[src/hdl/leb_pkg.sv]
// ----------------------------------------------------------------------------
// leb_pkg
// shared types, codes and sizes of the line edit buffer
// ----------------------------------------------------------------------------
package leb_pkg;

  // edit store geometry
  localparam int BUFFER_DEPTH = 32;
  localparam int ADDR_W       = (BUFFER_DEPTH > 1) ? $clog2(BUFFER_DEPTH) : 1;
  localparam int COUNT_W      = 6;
  localparam int CHAR_W       = 7;

  // input commands
  localparam logic [1:0] CMD_CHAR   = 2'd0;
  localparam logic [1:0] CMD_ABORT  = 2'd1;
  localparam logic [1:0] CMD_EOF    = 2'd2;
  localparam logic [1:0] CMD_SILENT = 2'd3;

  // result kinds
  localparam logic [2:0] KIND_CHAR    = 3'd0;
  localparam logic [2:0] KIND_RESTART = 3'd1;
  localparam logic [2:0] KIND_ABORT   = 3'd2;
  localparam logic [2:0] KIND_EOF     = 3'd3;
  localparam logic [2:0] KIND_BELL    = 3'd4;

  // configuration register indexes
  localparam logic [1:0] REG_ERASE      = 2'd0;
  localparam logic [1:0] REG_WORD_ERASE = 2'd1;
  localparam logic [1:0] REG_LINE_ERASE = 2'd2;
  localparam logic [1:0] REG_LITERAL    = 2'd3;

  // blank characters for word erase
  localparam logic [CHAR_W-1:0] CHAR_SPACE = 7'h20;
  localparam logic [CHAR_W-1:0] CHAR_TAB   = 7'h09;

  // edit key codes
  typedef struct packed {
    logic [CHAR_W-1:0] erase_char;
    logic [CHAR_W-1:0] word_erase_char;
    logic [CHAR_W-1:0] line_erase_char;
    logic [CHAR_W-1:0] literal_char;
  } keys_t;

  // one result pushed toward the output stage
  typedef struct packed {
    logic              push;
    logic [2:0]        kind;
    logic [CHAR_W-1:0] char_out;
    logic              last;
  } result_t;

endpackage

[src/hdl/leb_ram.sv]
// ----------------------------------------------------------------------------
// leb_ram
// generic simple dual-port ram, one write and one registered read port
// ----------------------------------------------------------------------------
module leb_ram #(
  parameter int WIDTH = 8,
  parameter int DEPTH = 32,
  parameter int AW    = (DEPTH > 1) ? $clog2(DEPTH) : 1
) (
  input  logic             clk,
  input  logic             wr_en,
  input  logic [AW-1:0]    wr_addr,
  input  logic [WIDTH-1:0] wr_data,
  input  logic             rd_en,
  input  logic [AW-1:0]    rd_addr,
  output logic [WIDTH-1:0] rd_data
);

  logic [WIDTH-1:0] mem [DEPTH];

  always_ff @(posedge clk) begin
    if (wr_en) begin
      mem[wr_addr] <= wr_data;
    end
    if (rd_en) begin
      rd_data <= mem[rd_addr];
    end
  end

endmodule

[src/hdl/leb_ctrl.sv]
// ----------------------------------------------------------------------------
// leb_ctrl
// edit sequencer: decodes keys, walks the edit store for word erase and replay
// ----------------------------------------------------------------------------
module leb_ctrl (
  input  logic                          clk,
  input  logic                          rst,
  input  logic                          in_valid,
  output logic                          in_ready,
  input  logic [1:0]                    cmd,
  input  logic [7:0]                    raw_char,
  input  leb_pkg::keys_t                keys,
  input  logic                          can_push,
  output leb_pkg::result_t              res,
  output logic                          wr_en,
  output logic [leb_pkg::ADDR_W-1:0]    wr_addr,
  output logic [leb_pkg::CHAR_W-1:0]    wr_data,
  output logic                          rd_en,
  output logic [leb_pkg::ADDR_W-1:0]    rd_addr,
  input  logic [leb_pkg::CHAR_W-1:0]    rd_data
);

  typedef enum logic [2:0] {
    S_IDLE,
    S_HEAD,
    S_WE_RD,
    S_WE_CHK,
    S_RP_RD,
    S_RP_OUT
  } state_t;

  state_t                         state;
  logic [leb_pkg::COUNT_W-1:0]    fill;
  logic [leb_pkg::COUNT_W-1:0]    idx;
  logic                           literal_pending;
  logic                           blank_phase;
  logic [2:0]                     head_kind;
  logic [leb_pkg::CHAR_W-1:0]     head_char;
  logic                           head_replay;

  logic                           accept;
  logic [leb_pkg::CHAR_W-1:0]     ch;
  logic                           store_path;
  logic                           store_room;
  logic                           rd_blank;
  logic [leb_pkg::COUNT_W-1:0]    fill_dec;
  logic [leb_pkg::COUNT_W-1:0]    idx_inc;

  assign in_ready   = (state == S_IDLE);
  assign accept     = in_valid && in_ready;
  assign ch         = raw_char[leb_pkg::CHAR_W-1:0];
  assign store_room = fill < leb_pkg::COUNT_W'(leb_pkg::BUFFER_DEPTH);
  assign rd_blank   = (rd_data == leb_pkg::CHAR_SPACE) || (rd_data == leb_pkg::CHAR_TAB);
  assign fill_dec   = fill - leb_pkg::COUNT_W'(1);
  assign idx_inc    = idx + leb_pkg::COUNT_W'(1);

  // a character goes to the store: literal, or no edit key matches
  always_comb begin
    store_path = 1'b0;
    if (cmd == leb_pkg::CMD_CHAR) begin
      if (literal_pending) begin
        store_path = 1'b1;
      end else if (ch != keys.literal_char && ch != keys.erase_char &&
                   ch != keys.word_erase_char && ch != keys.line_erase_char) begin
        store_path = 1'b1;
      end
    end
  end

  assign wr_en   = accept && store_path && store_room;
  assign wr_addr = fill[leb_pkg::ADDR_W-1:0];
  assign wr_data = ch;

  always_comb begin
    rd_en   = 1'b0;
    rd_addr = fill_dec[leb_pkg::ADDR_W-1:0];
    if (state == S_WE_RD && fill != '0) begin
      rd_en = 1'b1;
    end else if (state == S_RP_RD) begin
      rd_en   = 1'b1;
      rd_addr = idx[leb_pkg::ADDR_W-1:0];
    end
  end

  always_comb begin
    res          = '0;
    res.kind     = head_kind;
    res.char_out = head_char;
    if (state == S_HEAD) begin
      res.push = can_push;
      res.last = !head_replay || (fill == '0);
    end else if (state == S_RP_OUT) begin
      res.push     = can_push;
      res.kind     = leb_pkg::KIND_CHAR;
      res.char_out = rd_data;
      res.last     = (idx_inc == fill);
    end
  end

  always_ff @(posedge clk) begin
    if (rst) begin
      state           <= S_IDLE;
      fill            <= '0;
      idx             <= '0;
      literal_pending <= 1'b0;
      blank_phase     <= 1'b0;
      head_kind       <= leb_pkg::KIND_CHAR;
      head_char       <= '0;
      head_replay     <= 1'b0;
    end else begin
      unique case (state)
        S_IDLE: begin
          if (accept) begin
            head_char   <= '0;
            head_replay <= 1'b0;
            unique case (cmd)
              leb_pkg::CMD_ABORT: begin
                fill            <= '0;
                literal_pending <= 1'b0;
                head_kind       <= leb_pkg::KIND_ABORT;
                state           <= S_HEAD;
              end
              leb_pkg::CMD_EOF: begin
                head_kind   <= leb_pkg::KIND_EOF;
                head_replay <= 1'b1;
                state       <= S_HEAD;
              end
              leb_pkg::CMD_SILENT: begin
                fill            <= '0;
                literal_pending <= 1'b0;
              end
              default: begin
                literal_pending <= 1'b0;
                if (store_path) begin
                  if (store_room) begin
                    fill      <= fill + leb_pkg::COUNT_W'(1);
                    head_kind <= leb_pkg::KIND_CHAR;
                    head_char <= ch;
                  end else begin
                    head_kind <= leb_pkg::KIND_BELL;
                  end
                  state <= S_HEAD;
                end else if (ch == keys.literal_char) begin
                  literal_pending <= 1'b1;
                end else if (ch == keys.erase_char) begin
                  if (fill == '0) begin
                    head_kind <= leb_pkg::KIND_BELL;
                  end else begin
                    fill        <= fill_dec;
                    head_kind   <= leb_pkg::KIND_RESTART;
                    head_replay <= 1'b1;
                  end
                  state <= S_HEAD;
                end else if (ch == keys.word_erase_char) begin
                  if (fill != '0) begin
                    blank_phase <= 1'b1;
                    state       <= S_WE_RD;
                  end
                end else if (fill != '0) begin
                  // line erase
                  fill      <= '0;
                  head_kind <= leb_pkg::KIND_RESTART;
                  state     <= S_HEAD;
                end
              end
            endcase
          end
        end
        S_HEAD: begin
          if (can_push) begin
            idx <= '0;
            if (head_replay && fill != '0) begin
              state <= S_RP_RD;
            end else begin
              state <= S_IDLE;
            end
          end
        end
        S_WE_RD: begin
          if (fill == '0) begin
            head_kind   <= leb_pkg::KIND_RESTART;
            head_replay <= 1'b1;
            state       <= S_HEAD;
          end else begin
            state <= S_WE_CHK;
          end
        end
        S_WE_CHK: begin
          // trailing blanks first, then the word before them
          if (blank_phase || !rd_blank) begin
            if (!rd_blank) begin
              blank_phase <= 1'b0;
            end
            fill  <= fill_dec;
            state <= S_WE_RD;
          end else begin
            head_kind   <= leb_pkg::KIND_RESTART;
            head_replay <= 1'b1;
            state       <= S_HEAD;
          end
        end
        S_RP_RD: begin
          state <= S_RP_OUT;
        end
        S_RP_OUT: begin
          if (can_push) begin
            idx <= idx_inc;
            if (idx_inc == fill) begin
              state <= S_IDLE;
            end else begin
              state <= S_RP_RD;
            end
          end
        end
        default: begin
          state <= S_IDLE;
        end
      endcase
    end
  end

endmodule

[src/hdl/line_edit_buffer.sv]
// ----------------------------------------------------------------------------
// line_edit_buffer
// terminal line editor with erase, word erase, line erase and literal keys
// ----------------------------------------------------------------------------
//
//  channel  | signals                          | transaction
//  ---------+----------------------------------+------------------------------
//  input    | in_valid/in_ready, cmd, raw_char | one command or key
//  output   | out_valid/out_ready, kind,       | one result, last marks the
//           | char_out, last                   | final one of a command
//  config   | cfg_wr_en, cfg_index, cfg_data   | one key register write
//
//  an ordinary key's result is formed in the head state and loaded into the output
//  register as the sequencer returns to idle for the next key; a replay takes each
//  stored character in turn (store read, then output), and word erase reads and checks
//  each removed character plus one closing check, all set by the store read port
//  one command is worked on at a time; in_ready is high only when idle
//  the output register holds a result while out_ready is low and the
//  sequencer waits; a new command is taken while the last result still waits
//  rst is synchronous: store empty, literal flag clear, keys at defaults
//
module line_edit_buffer (
  input  logic                       clk,
  input  logic                       rst,
  input  logic                       in_valid,
  output logic                       in_ready,
  input  logic [1:0]                 cmd,
  input  logic [7:0]                 raw_char,
  output logic                       out_valid,
  input  logic                       out_ready,
  output logic [2:0]                 kind,
  output logic [leb_pkg::CHAR_W-1:0] char_out,
  output logic                       last,
  input  logic                       cfg_wr_en,
  input  logic [1:0]                 cfg_index,
  input  logic [leb_pkg::CHAR_W-1:0] cfg_data
);

  leb_pkg::keys_t                 keys;
  leb_pkg::result_t               res;
  logic                           can_push;
  logic                           wr_en;
  logic [leb_pkg::ADDR_W-1:0]     wr_addr;
  logic [leb_pkg::CHAR_W-1:0]     wr_data;
  logic                           rd_en;
  logic [leb_pkg::ADDR_W-1:0]     rd_addr;
  logic [leb_pkg::CHAR_W-1:0]     rd_data;

  // key registers; write them only while the block is idle (the block does not enforce it)
  always_ff @(posedge clk) begin
    if (rst) begin
      keys.erase_char      <= 7'd35;
      keys.word_erase_char <= 7'd23;
      keys.line_erase_char <= 7'd64;
      keys.literal_char    <= 7'd22;
    end else if (cfg_wr_en) begin
      unique case (cfg_index)
        leb_pkg::REG_ERASE:      keys.erase_char      <= cfg_data;
        leb_pkg::REG_WORD_ERASE: keys.word_erase_char <= cfg_data;
        leb_pkg::REG_LINE_ERASE: keys.line_erase_char <= cfg_data;
        default:                 keys.literal_char    <= cfg_data;
      endcase
    end
  end

  // output register: takes a new result when empty or being drained
  assign can_push = !out_valid || out_ready;

  always_ff @(posedge clk) begin
    if (rst) begin
      out_valid <= 1'b0;
    end else if (can_push) begin
      out_valid <= res.push;
    end
  end

  // payload needs no reset
  always_ff @(posedge clk) begin
    if (res.push) begin
      kind     <= res.kind;
      char_out <= res.char_out;
      last     <= res.last;
    end
  end

  // edit store
  leb_ram #(
    .WIDTH (leb_pkg::CHAR_W),
    .DEPTH (leb_pkg::BUFFER_DEPTH),
    .AW    (leb_pkg::ADDR_W)
  ) u_store (
    .clk     (clk),
    .wr_en   (wr_en),
    .wr_addr (wr_addr),
    .wr_data (wr_data),
    .rd_en   (rd_en),
    .rd_addr (rd_addr),
    .rd_data (rd_data)
  );

  // key decode and store walking
  leb_ctrl u_ctrl (
    .clk      (clk),
    .rst      (rst),
    .in_valid (in_valid),
    .in_ready (in_ready),
    .cmd      (cmd),
    .raw_char (raw_char),
    .keys     (keys),
    .can_push (can_push),
    .res      (res),
    .wr_en    (wr_en),
    .wr_addr  (wr_addr),
    .wr_data  (wr_data),
    .rd_en    (rd_en),
    .rd_addr  (rd_addr),
    .rd_data  (rd_data)
  );

endmodule

[config.mk]
export PLATFORM = sky130hd
export DESIGN_NAME = line_edit_buffer
export DESIGN_NICKNAME = d
export VERILOG_FILES = /design/src/hdl/leb_pkg.sv /design/src/hdl/leb_ram.sv /design/src/hdl/leb_ctrl.sv /design/src/hdl/line_edit_buffer.sv
export SDC_FILE = /design/constraint.sdc
export NUM_CORES = 1
export LEC_CHECK = 0
export BUFFER_PORTS_ARGS = -buffer_cell sky130_fd_sc_hd__buf_2
export CAP_MARGIN = 25
export CORE_MARGIN = 2
export CORE_UTILIZATION = 62
export CTS_CLUSTER_DIAMETER = 30
export DETAILED_ROUTE_END_ITERATION = 16
export GPL_TIMING_DRIVEN = 0
export HOLD_SLACK_MARGIN = 0.1
export PLACE_DENSITY = 0.79
export SLEW_MARGIN = 20
export SYNTH_ARGS = -nofsm -noshare
export SYNTH_HDL_FRONTEND = slang
export SYNTH_SLANG_ARGS = --single-unit
export TNS_END_PERCENT = 5
[constraint.sdc]
create_clock -name clk -period 2.9 [get_ports clk]
set_input_delay 0 -clock clk [delete_from_list [all_inputs] [get_ports clk]]
set_output_delay 0 -clock clk [all_outputs]
set_load 0.02 [all_outputs]
Word-level counts from Yosys, hierarchy flattened --
Memories as Yosys holds them, arrays and structs flattened. A register that Yosys moved wholly into a read port is not among the register bits. Index checks and enable logic that the tools add are counted. W data, S select, Z words.
Word-level totals: RAM bits 224, word-level logic and storage cells 185, register bits after elaboration 68, memories 1, input port bits 24
Cells by class: add/subtract/negate cells 3, reduce and logical (&&, ||, !) cells 39, eq/ne operators 45, multiplexer cells 78, bitwise operators 2, order comparisons 1
Memories:
- u_store.mem | words 32, width 7, rd ports 1, clocked after Yosys merged registers in 1, write ports 1, RTL line leb_ram.sv:19 | logic [WIDTH-1:0] mem [DEPTH];
Operators with widths (count):
- $mux W6 | 11
- $mux W3 | 20
- $pmux W6 S2 | 3
- $ne A7 B7 Y1 | 4
- $mux W1 | 27
- $ne A5 B5 Y1 const B | 5
- $ne A2 B2 Y1 const B | 12
- $eq A7 B7 Y1 | 3
- $mux W7 | 3
- $pmux W3 S3 | 2
- $pmux W3 S6 | 1
- $add A6 B1 Y6 const B | 2
- $mux W12 | 1
- $ne A4 B4 Y1 const B | 3
- $ne A6 B6 Y1 const B | 2
- $mux W10 | 1
- $mux W5 | 2
- $reduce_and A10 Y1 | 1
- $reduce_and A2 Y1 | 5
- $reduce_and A9 Y1 | 1
- $logic_and A1 B1 Y1 | 8
- $reduce_and A8 Y1 | 1
- $eq A7 B4 Y1 const B | 1
- $eq A7 B6 Y1 const B | 1
- 27 further kinds | 48

Logic depth before layout (Yosys ltp) --
Gate-level depths: netlist of run 1.
depth in word-level cells 11, gate-level depth with buffers 12, mapped depth without buffers 10

Modules after synthesis --
From an unflattened synthesis of run 1, not the netlist that was laid out.
Second synthesis, totals: cell total of the unflattened synthesis 866, area total of the unflattened synthesis 13217.7 um^2
By module, submodules not included:
- leb_ram | seq. area each 6936.7 um^2, cells an instance 370, times used 1, area each 8903.5 um^2
- leb_ctrl | seq. area each 560.5 um^2, cells an instance 372, times used 1, area each 2824.0 um^2
- line_edit_buffer | seq. area each 910.9 um^2, cells an instance 124, times used 1, area each 1490.2 um^2

Worst setup path after synthesis of run 1 --
OpenSTA, ideal clock, no wires.
path type register to register, from register, netlist name keys[25], to memory u_store.mem[28][0] (netlist name) (enable), required time 2540 ps, clock period less this slack 2626 ps, data arrival time 2266 ps, cell stages (with the launch flop) 9, path buffers 0, setup slack 274 ps, path through dfxtp_1 > xor2_1 > nor4_4 > and2_2 > o41ai_2 > nand2_1 > nor3_2 > nand2_1 > nor2_1
On the way: longest elaborated chain between the ends 11
RTL lines:
- $ne A7 B7 Y1 | RTL line leb_ctrl.sv:63 | end else if (ch != keys.literal_char && ch != keys.erase_char &&
- $logic_and A1 B1 Y1 (2 in series) | RTL line leb_ctrl.sv:63
- $logic_and A1 B1 Y1 | RTL line leb_ctrl.sv:64 | ch != keys.word_erase_char && ch != keys.line_erase_char) begin
- $mux W1 | RTL line leb_ctrl.sv:63
- $mux W1 | RTL line leb_ctrl.sv:61 | if (literal_pending) begin
- $mux W1 | RTL line leb_ctrl.sv:60 | if (cmd == leb_pkg::CMD_CHAR) begin
- $logic_and A1 B1 Y1 (2 in series) | RTL line leb_ctrl.sv:70 | assign wr_en = accept && store_path && store_room;
- $mux W1 | RTL line leb_ram.sv:22 | if (wr_en) begin
- $mux W1 (not written as such) | RTL line leb_ram.sv:23 | mem[wr_addr] <= wr_data;
- to (decl) | RTL line leb_ram.sv:19
Every way passes these cells.

Worst setup path in the final report of run 1 --
from register u_ctrl.state[2], to register u_store.rd_data[5] (read register of u_store.mem) (data pin)
On the way: longest elaborated chain between the ends 3, elaborated cells between the ends (all ways) 7, those cells by class eq/ne (2); mux (4); reduce/logical (1)
RTL lines:
- from (decl) | RTL line leb_ctrl.sv:32 | state_t state;
- from (signal assigned) | RTL line leb_ctrl.sv:102 | state <= S_IDLE;
- from (signal assigned) | RTL line leb_ctrl.sv:121 | state <= S_HEAD;
- from (signal assigned) | RTL line leb_ctrl.sv:126 | state <= S_HEAD;
- $eq A3 B3 Y1 or $eq A3 B2 Y1 (tied branches) | RTL line leb_ctrl.sv:79, leb_ctrl.sv:77
- $mux W5, or another cell as far along | RTL line leb_ctrl.sv:79 | end else if (state == S_RP_RD) begin
- $mux W5 or $mux W1 (tied branches) | RTL line leb_ctrl.sv:77 | if (state == S_WE_RD && fill != '0) begin
- to (decl) | RTL line leb_ram.sv:16 | output logic [WIDTH-1:0] rd_data
Parallel ways exist; a longest one is shown, timed or not. A chain may end at the register's enable or synchronous reset.

==> reports/metrics.csv, run 1 <==
stage;metric;value;unit
outcome;status;finished with violations;
outcome;violations;setup timing;
detailed_routing;drc_errors;0;
clock_network;path_clk_slew;60;ps
logic_synthesis;synthXorXnorAreaFrac;2.506;%
logic_synthesis;ys_async_sr_fraction;0;%
setup_path;cp_cell_sequence;buf_6 > or3b_4 > mux2_4 > buf_4 > and2_0 > a211oi_1 > a211oi_1 > a211oi_2 > a211oi_2 > a21o_1;
floorplanning;die_w;150.4;um
power_and_ir_drop;pwr-share-seq;40.2;%
timing;slew_headroom;40.05;%
setup_path;worst-path-max-fanout;10;
logic_synthesis;synthSimpleGateAreaFrac;12.56;%
layout;final_common_cell;edfxtp_1;
timing;hold_violations;0;
power_and_ir_drop;clockPowerShare;52.4;%
timing;setup-violations-final;6;
layout;utilization;81.14;%
layout;area_growth;28.42;%
clock_network;ctsHtreeMaxLevel;2;
power_and_ir_drop;power.total;11.69;mW
floorplanning;core;0.02102;mm2
logic_synthesis;syn_area;0.01328;mm2
floorplanning;dieArea;0.02261;mm2
detailed_routing;drt_iter0_markers;1162;
logic_synthesis;yosysUniqueCellTypes;69;
layout;final_cell_mix;242 x edfxtp_1, 116 x nand2_1, 56 x dfxtp_1;
power_and_ir_drop;ir_drop;628.2;uV
clock_network;clock_path_buffers;3;
grt;grt_pass1_vias;9719;
timing;fmax;324.6;MHz
layout;layout-drive-gt1-share;26.51;%
worst_hold_path;hold_path_class;input pin to flip-flop;
setup_path;slowest_stage;a211oi_2;
clock_network;cts_tree;built;
logic_synthesis;avgSynthCellArea;12.20;um2
power_and_ir_drop;p_int;8.926;mW
detailed_routing;vias_per_cell;6.563;
grt;grt_max_degree;33;
logic_synthesis;syn_inst;1089;
floorplanning;rows;53;
detailed_routing;detail-route-antenna-nets;0;
detailed_routing;first_pass_iters;7;
grt;track_usage;34.13;%
place;gp_congestion;0.9177;
layout;fin_nets;1256;
detailed_routing;avgRoutedWirePerCell;25.75;um
setup_path;end_kind;flip-flop;
setup_path;critical_path_class;flip-flop to flip-flop;
logic_synthesis;ys_seq_area_share;63.30;%
clock_network;cts_made_buffers;50;
setup_path;startpoint_type;flip-flop;
layout;diodes;0;
logic_synthesis;synth_top_family_by_area;compound AO/OA/AOI/OAI gates;
clock_network;clock_latency;550;ps
power_and_ir_drop;powerDensity;685.3;mW/mm2
logic_synthesis;synth_fa_ha_area_share;0.9420;%
timing;min_period;3081;ps
timing;layout_setup_ws;-180.7;ps
timing;post-route-period-util;106.2;%
power_and_ir_drop;swShare;23.64;%
grt;overflow;0;
timing;finClkSkew;30.84;ps
logic_synthesis;synthFlopType;edfxtp_1;
floorplanning;ios;37;
power_and_ir_drop;p_sw;2.764;mW
detailed_routing;wl;39530;um
logic_synthesis;yosys_register_bits;299;
place;dpl.hpwl;21180;um
power_and_ir_drop;combPwrFrac;7.4;%
floorplanning;start_util;63.19;%
detailed_routing;vias;10070;
setup_path;required;3190;ps
logic_synthesis;yosys_warnings;0;
place;port_buffers;35;
clock_network;clock_sinks;299;
setup_path;slowest_delay;470;ps
logic_synthesis;synth_edf_count;242;
grt;antenna_found_initial;2;
clock_network;cts-root-buf;clkbuf_16;
grt;grt_pass1_wl;57360;um
run;cap_violations;0;
power_and_ir_drop;leakagePower;6.016;nW
floorplanning;die_h;150.4;um
logic_synthesis;synth_nets;1123;
logic_synthesis;synth.area.mux_share;3.617;%
timing;slew_violations;0;
logic_synthesis;synth_compound_area_share;13.91;%
setup_path;critPathArrivalTime;3370;ps
timing;worst_pin_slew;891.0;ps
-- final timing paths --
path              slack, ps  cells past startpoint             from                endpoint
hold / removal          130                      5           cmd[0]  u_ctrl.literal_pending
hold reg to reg         460                      2         keys[17]                keys[17]
setup / recovery       -180                     10  u_ctrl.state[2]      u_store.rd_data[5]
setup reg to reg       -180                     10  u_ctrl.state[2]      u_store.rd_data[5]
-- cells by family (layout without fill, tap and decap cells) --
kind of cell	Yosys count	after routing
compound gates	266	266
mux	47	47
fa+ha+maj	10	10
xor+xnor	38	38
flops	299	299
buf+inv	94	265
simple gates	335	335
-- cell type report --
cell class                 instances  area [um2]
sequential                       299        8409
multi-input combinational        696        5196
fill                            1062        3964
clock buffer                      54        1266
timing repair buffer              82       783.3
clock inverter                    36       500.5
buffer                            76       490.5
tap                              275       344.1
inverter                          17       67.56
-- per-layer routing --
| layer | GRT usage, % | part of all wire (%) |
|---|---|---|
| met2 | 54.61 | 48 |
| met3 | 8.121 | 12 |
| met1 | 44.97 | 36 |
| met4 | 14.58 | 4.5 |
| met5 | 0 | 0.028 |
-- sequential cells by signal (all words and copies together), names as in the netlist, 3 cells and up --
signal and count:
u_store.mem 224, keys 28, char_out 7, u_ctrl.head_char 7, u_store.rd_data 7, u_ctrl.fill 6
u_ctrl.idx 6, kind 3, u_ctrl.head_kind 3, u_ctrl.state 3
-- metrics by stage --
stage | worst slack [ps] | instance area [um2] | hold slack (ps) | std cells | setup TNS, ps
after floorplan | 273.6 | 13280 | 98.87 | 1089 | 0
after global placement | -1258 | 13800 | 281.3 | 1399 | -266420
after detailed placement | -1292 | 13800 | 280.0 | 1399 | -264570
after global routing | -175.8 | 17060 | 142.3 | 1535 | -754.2
final | -180.7 | 17060 | 129.5 | 1535 | -529.4
after CTS | -34.51 | 16720 | 119.7 | 1531 | -56.53
-- repair_timing --
item                                   CTS  global route
gates resized for setup                166            82
pin swaps                               14            20
gates cloned                             0             1
hold buffers                            42             0
endpoints found under the hold margin  272             0
setup buffers                            1             3
setup endpoints to repair              237           238
-- worst max-delay path: cells and delay by family, from the launching register on --
family,cells,cell delay (ps)
compound gates,5,1240
buf+inv,2,290
flops,1,320
mux,1,390
simple gates,2,570
-- power groups by stage --
| stage | clock (mW) | sequential (mW) | combinational, mW |
|---|---|---|---|
| 2_1_floorplan | 0 | 4.80 | 0.376 |
| 3_3_place_gp | 0 | 4.79 | 0.623 |
| 3_5_place_dp | 0 | 4.79 | 0.634 |
| 4_1_cts | 6.10 | 4.70 | 0.778 |
| 5_1_grt | 6.31 | 4.71 | 0.902 |
| 6_report | 6.12 | 4.70 | 0.865 |
-- synthesized netlist by cell type, types with 17 or more instances --
library cell	n	area [um2]
a31oi_1	33	206.5
and2_1	19	118.9
buf_2	30	150.1
nand3_1	18	90.09
nor2_1	72	270.3
clkbuf_1	41	153.9
inv_1	17	63.81
edfxtp_1	242	7267
nand2_1	121	454.2
xor2_1	27	236.5
mux2i_1	39	390.4
and2_0	43	269.0
a21oi_1	55	275.3
dfxtp_1	57	1141
a211oi_1	107	803.3
No activity file was read; power rests on OpenSTA's default activity.
==> run 2, diff against run 1 <==
MAX_ROUTING_LAYER = met4   (was not set)
==> run 2 against run 1 <==
Net effect: the flow still finishes with violations (setup timing); utilization up 0.40 points; first-iteration DRC count rose by 5.9%; sequential power about the same; final area rose by 0.50%; highest routed layer is now met4; critical path depth is the same; non-clock buffer count grew 7.
==> reports/metrics.csv, run 2 (same netlist as run 1, synthesis figures left out) <==
stage;metric;value;unit;change
timing;worst_pin_slew;847.6;ps;-43.36 ps
power_and_ir_drop;pwr-share-seq;40.5;%;+0.3 points
timing;fmax;337.9;MHz;+4.1%
setup_path;cp_cell_sequence;buf_2 > clkinvlp_4 > ha_4 > a21oi_4 > buf_6 > clkbuf_4 > a31oi_1 > a211oi_2 > a21oi_1 > a21o_1;;
layout;layout-drive-gt1-share;27.12;%;+0.61 points
clock_network;cts_tree;built;;
timing;setup-violations-final;2;;-4
grt;overflow;0;;unchanged
layout;final_common_cell;edfxtp_1;;
floorplanning;dieArea;0.02261;mm2;unchanged
place;dp_cells;1399;;unchanged
timing;post-route-period-util;102.0;%;-4.2 points
place;port_buffers;35;;unchanged
layout;top_regs;u_store.mem (224), keys (28);;
power_and_ir_drop;p_int;8.914;mW;-0.14%
floorplanning;die_h;150.4;um;unchanged
timing;hold_violations;0;;unchanged
detailed_routing;vias_per_cell;6.593;;+0.45%
layout;multi_input_area;0.005235;mm2;+0.75%
grt;grt_max_degree;33;;unchanged
layout;largest_reg_flops;224;;unchanged
timing;slew_violations;0;;unchanged
setup_path;end_kind;flip-flop;;
place;place_worst_setup_slack;-1266;ps;+26.09 ps
detailed_routing;detail-route-antenna-nets;0;;unchanged
floorplanning;core;0.02102;mm2;unchanged
layout;fillers;1062;;unchanged
floorplanning;rows;53;;unchanged
power_and_ir_drop;clockPowerShare;52.0;%;-0.4 points
worst_hold_path;hold_path_class;input pin to flip-flop;;
setup_path;worst-path-max-fanout;10;;unchanged
layout;fin_cells;1551;;+1.0%
setup_path;slowest_stage;dfxtp_1;;
layout;area_growth;29.06;%;
setup_path;crit_family;compound AO/OA/AOI/OAI gates;;
clock_network;clock_path_buffers;3;;unchanged
power_and_ir_drop;swShare;23.26;%;-0.38 points
place;dpl.hpwl;21420;um;+1.1%
layout;final_cell_mix;242 x edfxtp_1, 115 x nand2_1, 57 x dfxtp_1;;
detailed_routing;avgRoutedWirePerCell;25.13;um;-2.4%
grt;grt_pass1_vias;9746;;+0.28%
clock_network;clock_sinks;299;;unchanged
setup_path;critPathArrivalTime;3250;ps;-120 ps
detailed_routing;wl;38980;um;-1.4%
detailed_routing;first_pass_iters;6;;-1
power_and_ir_drop;leakagePower;6.048;nW;+0.53%
clock_network;clock_latency;560;ps;about the same
power_and_ir_drop;ir_drop;574.0;uV;-8.6%
floorplanning;start_util;63.19;%;unchanged
layout;top_register;u_store.mem;;
clock_network;cts_made_buffers;51;;+2.0%
clock_network;cts-root-buf;clkbuf_16;;
timing;finClkSkew;22.53;ps;-8.307 ps
power_and_ir_drop;powerDensity;677.6;mW/mm2;-1.1%
layout;fin_nets;1264;;+0.64%
clock_network;path_clk_slew;50;ps;about the same
detailed_routing;vias;10230;;+1.5%
power_and_ir_drop;combPwrFrac;7.4;%;about the same
grt;track_usage;35.10;%;+0.97 points
outcome;status;finished with violations;;
setup_path;startpoint_type;flip-flop;;
setup_path;required;3190;ps;about the same
layout;final-seq-area;0.008408;mm2;about the same
grt;antenna_found_initial;4;;+2
grt;grt_pass1_wl;56900;um;-0.79%
detailed_routing;drt_iter0_markers;1231;;+5.9%
timing;layout_setup_ws;-59.19;ps;+121.5 ps
power_and_ir_drop;p_sw;2.702;mW;-2.2%
place;gp_congestion;0.9269;;+1.0%
timing;slew_headroom;42.97;%;+2.9 points
timing;min_period;2959;ps;-121.5 ps
detailed_routing;drc_errors;0;;unchanged
setup_path;critical_path_class;flip-flop to flip-flop;;
floorplanning;ios;37;;unchanged
run;cap_violations;0;;unchanged
outcome;violations;setup timing;;
clock_network;ctsHtreeMaxLevel;2;;unchanged
setup_path;crit_buf_inv;4;;+2
setup_path;slowest_delay;370;ps;-100 ps
floorplanning;die_w;150.4;um;unchanged
run 2: cell count changes in the layout (fill, tap and decap cells not counted), moves of 3 or more:
cell        before  now
a31oi_2          6   11
clkinv_4         2    6
clkbuf_16       51   54
clkinv_2         3    6
clkinvlp_4       4    8
buf_4           14   21
bufinv_16        8    5
clkinv_8         7    1
a31oi_1         28   23
diode_2          0    4
clkbuf_8         0    3
inv_6            7    4
run 2: what timing repair did:
action | 4_1_cts | 5_1_grt
hold buffers | 45 | 0
gates resized for setup | 160 | 98
setup endpoints to repair | 239 | 240
gates cloned | 0 | 0
setup buffers | 3 | 6
endpoints found under the hold margin | 269 | 0
pin swaps | 11 | 39
run 2: stage by stage:
step | util, % | total power, mW | setup TNS, ps | cell area (um2) | hold WS (ps)
after detailed placement | 65.66 | 5.428 | -267530 | 13800 | 275.8
after CTS | 79.65 | 11.48 | -54.33 | 16740 | 100.9
after floorplan | - | 5.177 | 0 | 13280 | 98.87
final | 81.55 | 11.62 | -68.90 | 17140 | 105.4
after global placement | 65.66 | 5.414 | -270130 | 13800 | 269.8
after global routing | 81.55 | 11.87 | -2145 | 17140 | 155.5
run 2: cell type report:
class                      instances  area share (%)
sequential                       299           49.05
multi-input combinational        696           30.54
clock buffer                      60           8.189
timing repair buffer              89           4.817
buffer                            76           2.854
clock inverter                    35           2.095
tap                              275           2.007
inverter                          17          0.3941
antenna                            4         0.05839
run 2: worst paths after layout:
| check | startpoint | end | slack, ps | cells after the start |
|---|---|---|---|---|
| min reg2reg | u_ctrl.head_kind[2] | u_ctrl.head_kind[2] | 450 | 2 |
| max reg2reg | u_ctrl.fill[0] | u_store.rd_data[3] | -60 | 10 |
| max | u_ctrl.fill[0] | u_store.rd_data[3] | -60 | 10 |
| min | cmd[0] | u_ctrl.literal_pending | 110 | 5 |
run 2: power by group through the flow:
stage | Combinational [mW] | Sequential, mW | Clock (mW)
after global routing | 0.905 | 4.71 | 6.26
after detailed placement | 0.637 | 4.79 | 0
final | 0.864 | 4.71 | 6.05
after global placement | 0.625 | 4.79 | 0
after floorplan | 0.376 | 4.80 | 0
after CTS | 0.775 | 4.71 | 6.00
run 2: worst reg2reg max path, stage by stage (launching register included):
cell and delay [ps]:
dfxtp_1 370, buf_2 280, clkinvlp_4 190, ha_4 290, a21oi_4 240, buf_6 220
clkbuf_4 260, a31oi_1 150, a211oi_2 320, a21oi_1 140, a21o_1 240
run 2: layer usage:
layer | vias up | share of wire, % | GRT usage (%)
met2 | 732 | 47 | 53.80
met3 | 134 | 11 | 9.273
met5 | - | 0 | -
met4 | 0 | 4.5 | 12.78
li1 | 4391 | - | -
met1 | 4968 | 38 | 45.52
